File: config.mk
export PLATFORM = sky130hd
export DESIGN_NAME = lcd_split_screen_nibble_scan_unit
export DESIGN_NICKNAME = d
export VERILOG_FILES = /design/src/lssns_pkg.sv /design/src/lssns_in_stage.sv /design/src/lssns_scan.sv /design/src/lssns_out_stage.sv /design/src/lcd_split_screen_nibble_scan_unit.sv
export VERILOG_INCLUDE_DIRS = /design/src /design/src/src
export SDC_FILE = /design/constraint.sdc
export NUM_CORES = 1
export LEC_CHECK = 0
export BUFFER_PORTS_ARGS = -buffer_cell sky130_fd_sc_hd__buf_2
export CAP_MARGIN = 5
export CORE_MARGIN = 3
export CORE_UTILIZATION = 28
export CTS_CLUSTER_SIZE = 16
export DETAILED_ROUTE_END_ITERATION = 6
export GPL_TIMING_DRIVEN = 0
export MAX_ROUTING_LAYER = met4
export PLACE_DENSITY = 0.43
export SLEW_MARGIN = 20
export SYNTH_ARGS = -nofsm -noshare
export SYNTH_HDL_FRONTEND = slang
export SYNTH_SLANG_ARGS = --single-unit
File: constraint.sdc
create_clock -name clk -period 8.3 [get_ports clk]
set_input_delay 0.83 -clock clk [delete_from_list [all_inputs] [get_ports clk]]
set_output_delay 0.83 -clock clk [all_outputs]
set_load 0.05 [all_outputs]
File: src/assert_macros.svh
// Assertion helpers used by the top-level scan unit.
`ifndef ASSERT_MACROS_SVH
`define ASSERT_MACROS_SVH

// Same-cycle implication, disabled while in reset.
`define ASSERT_IMPL(label, ante, cons, msg) \
	label: assert property (@(posedge clk) disable iff (!arst_n) (ante) |-> (cons)) \
		else $error(msg);

// Next-cycle implication, disabled while in reset.
`define ASSERT_NEXT(label, ante, cons, msg) \
	label: assert property (@(posedge clk) disable iff (!arst_n) (ante) |=> (cons)) \
		else $error(msg);

`endif

File: src/lssns_pkg.sv
package lssns_pkg;

	localparam int ADDR_W  = 20;
	localparam int OFF_W   = 12;
	localparam int ROW_W   = 7;
	localparam int NIB_W   = 6;
	localparam int PROW_W  = 6;
	localparam int COL_W   = 8;
	localparam int DATA_W  = 4;
	localparam int CIDX_W  = 2;

	localparam logic ACT_START = 1'b0;
	localparam logic ACT_DATA  = 1'b1;

	typedef enum logic [CIDX_W-1:0] {
		REG_MAIN_BASE = 2'd0,
		REG_MENU_BASE = 2'd1,
		REG_LINE_OFF  = 2'd2,
		REG_SPLIT_ROW = 2'd3
	} cfg_reg_t;

	typedef struct packed {
		logic [ADDR_W-1:0]       main_base;
		logic [ADDR_W-1:0]       menu_base;
		logic signed [OFF_W-1:0] line_offset;
		logic [PROW_W-1:0]       split_row;
	} cfg_t;

	typedef struct packed {
		logic              action;
		logic [DATA_W-1:0] nibble;
	} item_t;

	typedef struct packed {
		logic [ADDR_W-1:0] fetch_addr;
		logic              pixels_valid;
		logic [PROW_W-1:0] pixel_row;
		logic [COL_W-1:0]  pixel_col;
		logic [DATA_W-1:0] pixel_mask;
		logic              frame_done;
	} result_t;

endpackage

File: src/lssns_in_stage.sv
module lssns_in_stage import lssns_pkg::*; (
	input  logic  clk,
	input  logic  arst_n,
	input  logic  in_valid,
	output logic  in_stall,
	input  item_t item,
	input  logic  advance,
	output logic  valid_s1,
	output item_t item_s1
);

	logic load;

	assign in_stall = valid_s1 && !advance;
	assign load     = in_valid && !in_stall;

	always_ff @(posedge clk or negedge arst_n) begin
		if (!arst_n) begin
			valid_s1 <= 1'b0;
		end else if (!in_stall) begin
			valid_s1 <= in_valid;
		end
	end

	always_ff @(posedge clk) begin
		if (load) begin
			item_s1 <= item;
		end
	end

endmodule

File: src/lssns_scan.sv
module lssns_scan import lssns_pkg::*; #(
	parameter int DISPLAY_ROWS    = 64,
	parameter int VISIBLE_COLUMNS = 131,
	parameter int ROW_NIBBLES     = 34
) (
	input  logic    clk,
	input  logic    arst_n,
	input  logic    fire,
	input  item_t   item_s1,
	input  cfg_t    cfg,
	output result_t res
);

	logic [ROW_W-1:0]        row_q;
	logic [NIB_W-1:0]        nib_q;
	logic [ADDR_W-1:0]       cur_q;
	logic [ADDR_W-1:0]       rstart_q;
	logic [ADDR_W-1:0]       lat_menu_q;
	logic signed [OFF_W-1:0] lat_off_q;
	logic [PROW_W-1:0]       lat_split_q;

	logic [ROW_W-1:0]  row_d;
	logic [NIB_W-1:0]  nib_d;
	logic [ADDR_W-1:0] cur_d;
	logic [ADDR_W-1:0] rstart_d;
	logic              latch;

	logic              running;
	logic [NIB_W:0]    nib_inc;
	logic [ROW_W-1:0]  row_inc;
	logic [ADDR_W-1:0] step_base;
	logic [ADDR_W-1:0] next_row_addr;
	logic [8:0]        col_base;
	logic [DATA_W-1:0] mask;

	assign running   = row_q < ROW_W'(DISPLAY_ROWS);
	assign nib_inc   = {1'b0, nib_q} + 1'b1;
	assign row_inc   = row_q + 1'b1;
	assign step_base = rstart_q + ADDR_W'(ROW_NIBBLES);
	assign col_base  = {1'b0, nib_q, 2'b00};

	// Main rows step by the row pitch plus the signed offset; the row after the
	// split jumps to the menu base; menu rows step by the pitch alone.
	always_comb begin
		if (row_q < {1'b0, lat_split_q}) begin
			next_row_addr = step_base + ADDR_W'(lat_off_q);
		end else if (row_q == {1'b0, lat_split_q}) begin
			next_row_addr = lat_menu_q;
		end else begin
			next_row_addr = step_base;
		end
	end

	always_comb begin
		for (int k = 0; k < DATA_W; k++) begin
			mask[k] = item_s1.nibble[k] && ((col_base + 9'(k)) < 9'(VISIBLE_COLUMNS));
		end
	end

	always_comb begin
		row_d    = row_q;
		nib_d    = nib_q;
		cur_d    = cur_q;
		rstart_d = rstart_q;
		latch    = 1'b0;
		res      = '0;
		if (item_s1.action == ACT_START) begin
			latch    = 1'b1;
			row_d    = '0;
			nib_d    = '0;
			cur_d    = cfg.main_base;
			rstart_d = cfg.main_base;
		end else if (running) begin
			res.pixels_valid = 1'b1;
			res.pixel_row    = row_q[PROW_W-1:0];
			res.pixel_col    = {nib_q, 2'b00};
			res.pixel_mask   = mask;
			cur_d            = cur_q + 1'b1;
			nib_d            = nib_inc[NIB_W-1:0];
			if (nib_inc >= (NIB_W+1)'(ROW_NIBBLES)) begin
				nib_d = '0;
				if (row_inc >= ROW_W'(DISPLAY_ROWS)) begin
					row_d          = ROW_W'(DISPLAY_ROWS);
					res.frame_done = 1'b1;
				end else begin
					row_d    = row_inc;
					rstart_d = next_row_addr;
					cur_d    = next_row_addr;
				end
			end
		end
		res.fetch_addr = cur_d;
	end

	always_ff @(posedge clk or negedge arst_n) begin
		if (!arst_n) begin
			row_q       <= ROW_W'(DISPLAY_ROWS);
			nib_q       <= '0;
			cur_q       <= '0;
			rstart_q    <= '0;
			lat_menu_q  <= '0;
			lat_off_q   <= '0;
			lat_split_q <= '1;
		end else if (fire) begin
			row_q    <= row_d;
			nib_q    <= nib_d;
			cur_q    <= cur_d;
			rstart_q <= rstart_d;
			if (latch) begin
				lat_menu_q  <= cfg.menu_base;
				lat_off_q   <= cfg.line_offset;
				lat_split_q <= cfg.split_row;
			end
		end
	end

endmodule

File: src/lssns_out_stage.sv
module lssns_out_stage import lssns_pkg::*; (
	input  logic    clk,
	input  logic    arst_n,
	input  logic    load,
	input  result_t res,
	output logic    advance,
	output logic    out_valid,
	input  logic    out_stall,
	output result_t res_q
);

	// Result register frees when empty or when its transfer completes.
	assign advance = !out_valid || !out_stall;

	always_ff @(posedge clk or negedge arst_n) begin
		if (!arst_n) begin
			out_valid <= 1'b0;
		end else if (advance) begin
			out_valid <= load;
		end
	end

	always_ff @(posedge clk) begin
		if (advance && load) begin
			res_q <= res;
		end
	end

endmodule

File: src/lcd_split_screen_nibble_scan_unit.sv
// Channel  Handshake               Payload
// in       in_valid / in_stall     action, nibble
// out      out_valid / out_stall   fetch_addr, pixels_valid, pixel_row, pixel_col,
//                                  pixel_mask, frame_done
// cfg      cfg_we                  cfg_index, cfg_data
//
// One item per cycle sustained while out_stall is low.
// Each item passes an input register, then one pass of scan logic into the
// result register; the scan state updates as the item leaves the input register.
// Reset: frame finished, addresses zero, registers 0, 0, 0, 63.
// out_stall holds a full result register and, once the input register is full too, in_stall.
`include "assert_macros.svh"

module lcd_split_screen_nibble_scan_unit import lssns_pkg::*; #(
	parameter int DISPLAY_ROWS    = 64,
	parameter int VISIBLE_COLUMNS = 131,
	parameter int ROW_NIBBLES     = 34
) (
	input  logic              clk,
	input  logic              arst_n,
	input  logic              in_valid,
	output logic              in_stall,
	input  logic              action,
	input  logic [DATA_W-1:0] nibble,
	output logic              out_valid,
	input  logic              out_stall,
	output logic [ADDR_W-1:0] fetch_addr,
	output logic              pixels_valid,
	output logic [PROW_W-1:0] pixel_row,
	output logic [COL_W-1:0]  pixel_col,
	output logic [DATA_W-1:0] pixel_mask,
	output logic              frame_done,
	input  logic              cfg_we,
	input  logic [CIDX_W-1:0] cfg_index,
	input  logic [ADDR_W-1:0] cfg_data
);

	cfg_t    cfg_q;
	item_t   item_in;
	item_t   item_s1;
	logic    valid_s1;
	logic    advance;
	logic    fire;
	result_t res;
	result_t res_q;

	always_ff @(posedge clk or negedge arst_n) begin
		if (!arst_n) begin
			cfg_q.main_base   <= '0;
			cfg_q.menu_base   <= '0;
			cfg_q.line_offset <= '0;
			cfg_q.split_row   <= '1;
		end else if (cfg_we) begin
			unique case (cfg_reg_t'(cfg_index))
				REG_MAIN_BASE: cfg_q.main_base   <= cfg_data;
				REG_MENU_BASE: cfg_q.menu_base   <= cfg_data;
				REG_LINE_OFF:  cfg_q.line_offset <= cfg_data[OFF_W-1:0];
				REG_SPLIT_ROW: cfg_q.split_row   <= cfg_data[PROW_W-1:0];
				default: ;
			endcase
		end
	end

	assign item_in.action = action;
	assign item_in.nibble = nibble;
	assign fire           = valid_s1 && advance;

	lssns_in_stage u_in (
		.clk      (clk),
		.arst_n   (arst_n),
		.in_valid (in_valid),
		.in_stall (in_stall),
		.item     (item_in),
		.advance  (advance),
		.valid_s1 (valid_s1),
		.item_s1  (item_s1)
	);

	lssns_scan #(
		.DISPLAY_ROWS    (DISPLAY_ROWS),
		.VISIBLE_COLUMNS (VISIBLE_COLUMNS),
		.ROW_NIBBLES     (ROW_NIBBLES)
	) u_scan (
		.clk     (clk),
		.arst_n  (arst_n),
		.fire    (fire),
		.item_s1 (item_s1),
		.cfg     (cfg_q),
		.res     (res)
	);

	lssns_out_stage u_out (
		.clk       (clk),
		.arst_n    (arst_n),
		.load      (valid_s1),
		.res       (res),
		.advance   (advance),
		.out_valid (out_valid),
		.out_stall (out_stall),
		.res_q     (res_q)
	);

	assign fetch_addr   = res_q.fetch_addr;
	assign pixels_valid = res_q.pixels_valid;
	assign pixel_row    = res_q.pixel_row;
	assign pixel_col    = res_q.pixel_col;
	assign pixel_mask   = res_q.pixel_mask;
	assign frame_done   = res_q.frame_done;

	`ASSERT_IMPL(a_stall_needs_item, in_stall, valid_s1, "input stalled with empty stage")
	`ASSERT_IMPL(a_done_has_pixels, out_valid && frame_done, pixels_valid,
		"frame end without pixels")
	`ASSERT_IMPL(a_idle_result_clear, out_valid && !pixels_valid,
		pixel_mask == '0 && pixel_col == '0 && pixel_row == '0,
		"pixel fields set without pixels")
	`ASSERT_NEXT(a_fire_loads_out, fire, out_valid, "accepted item lost before result")

endmodule
==> results.md, run 1 <==
* Period utilization at 0.505
* Post-synthesis cell area at 0.0105 mm^2
* Area added between synthesis and finish at 15.4%
* Internal power at 2.32 mW
* Total track usage at 0.180
* Routed WL at 34000 um
* Io pins at 74
* Arr. time, crit path at 4450 ps
* Clock Pin Slew Worst Setup and Hold Paths at 80 ps
* Post-route setup TNS at 0 ps
* Gate Count Post-Synth at 1083
* Prevailing post-synth register cell: dfrtp_1
* Max-cap viol count at 0
* Post-place setup slack at 4080 ps
* R2r endpoint: u_out.res_q[36]
* Worst setup margin at 4110 ps
* Post-synth EDFFs at 43
* Worst rel slew slack at 0.462
* Clk root buf: clkbuf_16
* Cells after DPL at 1625
* Hold Vio Cnt, Final at 0
* Vias in the first global route at 8228
* Hold Path Class: in -> async
* Hold slack final at 252 ps
* Top post-synthesis cells by area: dfrtp_1 (33%), edfxtp_1 (12%), nand2_1 (7.0%)
* First-pass GRT wire length at 52000 um
* Via count at 8385
* Max FO, Critical Path at 6
* Final min period at 4190 ps
* DIE AREA at 0.0398 mm^2
* Row count at 70
* Layout Nets at 1242
* R2R setup slack at 4110 ps
* Async SR Flop Fraction at 0.778
* Residual DRC at 0
* Pwr/cell area at 342 mW/mm^2
* DR iter-0 viols at 529
* Slew @ Worst Pin at 803 ps
* DR WL/cell at 20.5 um
* Post-synth top area share at 0.329
* Routed Antenna Nets at 0
* Total power at 4.14 mW
* I/O Buffers at 71
* Syn avg cell area at 9.69 um^2
* Sw power at 1.82 mW
* Synth Register Bits at 194
* Post-DP HPWL at 25800 um
* Initial Util at 0.285
* Setup Buffers After CTS at 0
* Synth cell types at 73
* Post-synthesis sequential area ratio at 0.485
* Logic pwr share at 0.437
* Startpoint types: flop
* PostCTS Resize Cnt at 0
* Layout cells sized above 1 at 0.175
* Die height at 200 um
* CTS buffer count at 17
* Clock sink count at 194
* Initial antenna violation count at 0
* Clock power frac at 0.207
* Switching Share at 0.439
* R2r worst-path depth at 13
* Filler cell count at 3889
* CP Capture Point: u_out.res_q[36]
* CTS H-tree lvls at 4
* Gpl congestion at 0.897
* TritonRoute pass-1 iters at 5
* Vias/cell at 5.06
* Worst Path Required at 8560 ps
* Sequential Power Share at 0.356
* Max-slew violations at 0
* Unrepaired setup endpoints after global routing: false
* Non-Filler Instances at 1658
* Crit Path Class: reg -> reg
* Synth area leader: dfrtp_1
* Buffer levels on the longest clock path at 2
* Setup Skew at 9.74 ps
* Gr ovfl total at 0
* Max VDD drop at 0.000176 V
* Die W at 200 um
* Synth cell count leaders: nand2_1 (195), dfrtp_1 (138), nor2_1 (82)
* R2r startpoint: u_scan.rstart_q[1]
* Fmax at 239 MHz
* Count leader, synth: nand2_1
* LEAKAGE at 5.27 nW
* CTS tree: yes
* Origin of the worst setup path: u_scan.rstart_q[1]
* Yosys warnings at 0
* Post-CTS Hold Buffers at 0
* Status: complete, no violations
* Final setup fails at 0
* CP Capture Type: flop
* Core area at 0.0368 mm^2
* Largest net degree at the start of global routing at 60
* Clk_lat worst skew at 450 ps
cells in the final DEF (no fill, tap or decap), types with 4 or more instances in the layout:
master | Yosys | final
a211oi_1 | 9 | 9
a21o_1 | 15 | 15
a21oi_1 | 59 | 59
a22oi_1 | 4 | 4
a31oi_1 | 12 | 12
and2_1 | 13 | 13
and3_1 | 13 | 13
buf_2 | 8 | 78
clkbuf_1 | 36 | 35
clkbuf_16 | 0 | 18
dfrtp_1 | 138 | 138
dfstp_2 | 13 | 13
edfxtp_1 | 43 | 43
ha_1 | 33 | 33
inv_1 | 30 | 30
inv_6 | 0 | 5
mux2_2 | 59 | 59
mux2i_1 | 13 | 13
nand2_1 | 195 | 195
nand2b_1 | 10 | 10
nand3_1 | 29 | 29
nand3b_1 | 4 | 4
nand4_1 | 13 | 13
nor2_1 | 82 | 82
nor2b_1 | 8 | 8
nor3_1 | 16 | 16
o211ai_1 | 9 | 9
o21a_1 | 6 | 6
o21ai_0 | 68 | 68
o22ai_1 | 17 | 17
o31ai_1 | 9 | 9
or3_1 | 4 | 4
xnor2_1 | 29 | 29
xor2_1 | 20 | 20
cell families after synthesis:
kind of cell	synth area share
other	0.000357
muxes	0.0757
xor gates and xnor gates	0.0409
and+or+nand+nor	0.176
buffers and inverters	0.0338
DFF	0.485
adders and majority gates	0.0413
AOI/OAI and AO/OA	0.147
worst min-delay path by stage:
stage / from / end / slack (ps) / cells past startpoint
after floorplan: cfg_q[0] / u_scan.lat_split_q[0] / 430 / 2
after global placement: cfg_q[7] / u_scan.lat_off_q[1] / 450 / 2
after detailed placement: cfg_q[8] / u_scan.lat_off_q[2] / 450 / 2
after CTS: arst_n / cfg_q[33] / 260 / 1
after global routing: arst_n / cfg_q[33] / 260 / 1
final: arst_n / cfg_q[33] / 250 / 1
power groups by stage:
stage	registers, mW	clock network, mW	logic, mW
5_1_grt	1.50	0.915	2.01
3_5_place_dp	1.49	0	1.81
6_report	1.47	0.858	1.81
3_3_place_gp	1.49	0	1.80
4_1_cts	1.47	0.878	1.82
2_1_floorplan	1.48	0	1.22
layer usage:
metal | track usage | routed length [um]
met1 | 0.254 | 16400
met2 | 0.275 | 15500
met3 | 0.0256 | 1560
met4 | 0.0424 | 492
met5 | - | 0
critical path, stage by stage (launching register included):
cell and delay [ps]:
dfrtp_1 480, ha_1 250, a31o_2 210, or3b_1 360
xnor2_1 340, ha_1 310, a21oi_1 210, o21ai_0 150
a2111oi_0 500, nor2_1 110, o21a_1 200, nor3_1 530
o311ai_0 220, o221ai_1 130
stage by stage:
stage / instance area, um^2 / utilization
floorplan: 10500 / -
global placement: 11400 / 0.311
detailed placement: 11500 / 0.313
CTS: 12100 / 0.329
global route: 12100 / 0.329
finish: 12100 / 0.329
final cells by class:
cell class	instances	area, um^2	area share
clock inverter	12	125	0.0103
clock buffer	20	478	0.0395
tap	468	586	0.0484
inverter	30	113	0.00930
sequential	194	5090	0.420
buffer	54	245	0.0202
multi-input combinational	806	5050	0.417
antenna	1	2.50	0.000207
timing repair buffer	73	420	0.0347
state kept, by name, indices dropped and copies added (netlist names):
register and flops:
u_scan.lat_split_q 6, u_scan.nib_q 6, u_scan.lat_menu_q 20, u_scan.cur_q 20
u_scan.rstart_q 20, u_scan.lat_off_q 12, u_out.out_valid 1, cfg_q 58
u_in.valid_s1 1, u_out.res_q 38, u_in.item_s1 5, u_scan.row_q 7
Note: power is estimated with default switching activity, not from simulation.
==> run 2, diff against run 1 <==
==> constraint.sdc (replaced) <==
create_clock -name clk -period 4 [get_ports clk]
set_input_delay 0.4 -clock clk [delete_from_list [all_inputs] [get_ports clk]]
set_output_delay 0.4 -clock clk [all_outputs]
set_load 0.05 [all_outputs]
==> run 2 against run 1 <==
  * First-iteration DRC count shrank 8.9%
  * Clock skew barely moved
  * Largest cell class is now multi-input gates
  * Highest routed layer unchanged
  * Final cell count grew 0.24%
==> results.md, run 2 (synthesis results as in run 1) <==
* CP Capture Type: flop (unchanged)
* R2r endpoint: u_out.res_q[37] (was u_out.res_q[36])
* Post-DP HPWL at 25800 um (unchanged)
* Clk_lat worst skew at 450 ps (about the same)
* Vias in the first global route at 8229 (was 8228)
* CTS tree: yes (unchanged)
* Clock Pin Slew Worst Setup and Hold Paths at 80 ps (about the same)
* Crit-path cells: ha_4 -> a31o_2 -> or3b_4 -> xnor2_4 -> ha_4 -> inv_1 -> o21bai_1 -> a21oi_1 -> o21ai_0 -> or3b_4 -> nor4b_4 -> or4_4 -> o21ai_2 -> a21oi_1 (was ha_1 -> a31o_2 -> or3b_1 -> xnor2_1 -> ha_1 -> a21oi_1 -> o21ai_0 -> a2111oi_0 -> nor2_1 -> o21a_1 -> nor3_1 -> o311ai_0 -> o221ai_1)
* Number of flip-flops in the largest register at 58 (unchanged)
* Worst path slowest cell: or4_4 (was nor3_1)
* Total track usage at 0.180 (about the same)
* Biggest cell delay along the critical path at 540 ps (was 530 ps)
* CTS H-tree lvls at 4 (unchanged)
* DR iter-0 viols at 482 (was 529)
* Hold Path Class: in -> reg (was in -> async)
* Residual DRC at 0 (unchanged)
* Gr ovfl total at 0 (unchanged)
* Worst rel slew slack at 0.437 (was 0.462)
* Final min period at 3930 ps (was 4190 ps)
* Buffer levels on the longest clock path at 2 (unchanged)
* Utilization after layout at 0.333 (was 0.329)
* Largest regs: cfg_q x58, u_out.res_q x38 (unchanged)
* R2r worst-path depth at 14 (was 13)
* Slew @ Worst Pin at 842 ps (was 803 ps)
* CTS buffer count at 17 (unchanged)
* Io pins at 74 (unchanged)
* Initial Util at 0.285 (unchanged)
* Worst path depth at 14 (was 13)
* R2R setup slack at 70 ps (was 4110 ps)
* I/O Buffers at 71 (unchanged)
* Filler cell count at 3882 (was 3889)
* Routed Antenna Nets at 0 (unchanged)
* Pwr/cell area at 713 mW/mm^2 (was 342 mW/mm^2)
* Setup Skew at 9.98 ps (was 9.74 ps)
* Clock sink count at 194 (unchanged)
* Most common library cell in the layout ignoring fill and taps: nand2_1 (unchanged)
* Fmax at 254 MHz (was 239 MHz)
* Die height at 200 um (unchanged)
* Max VDD drop at 0.000360 V (was 0.000176 V)
* Hold slack final at 126 ps (was 252 ps)
* Origin of the worst setup path: u_scan.rstart_q[1] (unchanged)
* Die W at 200 um (unchanged)
* Routed WL at 34200 um (was 34000 um)
* Commonest non-fill, non-tap cells in the layout: nand2_1 (195), dfrtp_1 (136), nor2_1 (81) (was nand2_1 (195), dfrtp_1 (138), nor2_1 (82))
* Via count at 8484 (was 8385)
* Layout cells sized above 1 at 0.189 (was 0.175)
* Crit Path Class: reg -> reg (unchanged)
* Clk root buf: clkbuf_16 (unchanged)
* Vias/cell at 5.10 (was 5.06)
* Post-place setup slack at -218 ps (was 4080 ps)
* Layout Nets at 1246 (was 1242)
* Startpoint types: flop (unchanged)
* Initial antenna violation count at 0 (unchanged)
* Max-cap viol count at 0 (unchanged)
* Row count at 70 (unchanged)
* Top delay family on crit path: simple AND/OR/NAND/NOR gates (was compound AO/OA/AOI/OAI gates)
* TritonRoute pass-1 iters at 5 (unchanged)
* Worst Path Required at 4160 ps (was 8560 ps)
* Unrepaired setup endpoints after global routing: true (was false)
* Period utilization at 0.983 (was 0.505)
* Max FO, Critical Path at 6 (unchanged)
* Total power at 8.73 mW (was 4.14 mW)
* Arr. time, crit path at 4100 ps (was 4450 ps)
* Hold Vio Cnt, Final at 0 (unchanged)
* Final setup fails at 0 (unchanged)
* First-pass GRT wire length at 52000 um (about the same)
* Max-slew violations at 0 (unchanged)
* CP Capture Point: u_out.res_q[37] (was u_out.res_q[36])
* DIE AREA at 0.0398 mm^2 (unchanged)
* DR WL/cell at 20.6 um (was 20.5 um)
* Area added between synthesis and finish at 16.8% (was 15.4%)
* Largest net degree at the start of global routing at 60 (unchanged)
* Status: complete, no violations (unchanged)
* Top reg by flops: cfg_q (unchanged)
* Crit path buf inv count at 1 (was 0)
* R2r startpoint: u_scan.rstart_q[1] (unchanged)
* Gpl congestion at 0.897 (unchanged)
* Worst setup margin at 66.2 ps (was 4110 ps)
* Core area at 0.0368 mm^2 (unchanged)
* LEAKAGE at 5.30 nW (was 5.27 nW)
==> run 2: changes by cell type in the layout (fill, tap and decap cells not counted), moves of 2 or more <==
cell	delta
a21oi_1	-2
a21oi_2	+2
buf_4	+3
dfrtp_1	-2
dfrtp_2	+2
ha_1	-2
ha_4	+2
==> run 2: worst register-to-register path, delay by kind of cell (launching register included) <==
family	cells	cell delay [ps]
flops	1	490
fa+ha+maj	2	450
buf+inv	1	80
compound gates	6	830
xor+xnor	1	250
simple gates	4	1560
==> run 2: per-layer routing <==
metal  vias up  part of all wire  track usage
met2       209              0.46        0.275
met4         0             0.015       0.0424
met1      4217              0.49        0.254
met3        28             0.041       0.0256
met5         -                 0            -
li1       4030                 -            -
==> run 2: worst min path at each step <==
stage | startpoint | endpoint | slack (ps) | cells past startpoint
3_3_place_gp | cfg_q[7] | u_scan.lat_off_q[1] | 450 | 2
5_1_grt | nibble[2] | u_in.item_s1[2] | 100 | 1
3_5_place_dp | arst_n | cfg_q[33] | 330 | 1
4_1_cts | action | u_in.item_s1[4] | 110 | 1
6_report | nibble[2] | u_in.item_s1[2] | 130 | 1
2_1_floorplan | arst_n | cfg_q[10] | 100 | 0
==> run 2: what timing repair did <==
action,in CTS,in global routing
hold buffers,1,0
setup buffers,0,3
cloned,0,0
pin swaps,0,3
hold endpoints to repair,40,0
resized for setup,5,16
endpoints found under the setup margin,5,8
==> run 2: area by class of cell <==
type                    instances  area [um^2]  share of cell area
well taps                     468          586              0.0478
diodes                          1         2.50            0.000204
clock inverters                12          125              0.0102
clock buffers                  20          478              0.0390
inverters                      30          113             0.00919
flip-flops and latches        194         5090               0.415
repair buffers                 77          453              0.0370
plain buffers                  54          245              0.0200
multi-input cells             806         5160               0.421
==> run 2: power breakdown <==
part           switching (mW)  internal, mW  total, mW
combinational            2.42          1.45       3.87
sequential              0.541          2.55       3.09
clock                   0.874         0.903       1.78
==> run 2: stage by stage <==
step           area [um^2]  TNS, ps  cells
4_1_cts              12100        0   1658
3_5_place_dp         11500     -534   1625
5_1_grt              12200    -96.7   1661
2_1_floorplan        10500        0   1084
6_report             12300        0   1662
3_3_place_gp         11400    -4580   1623
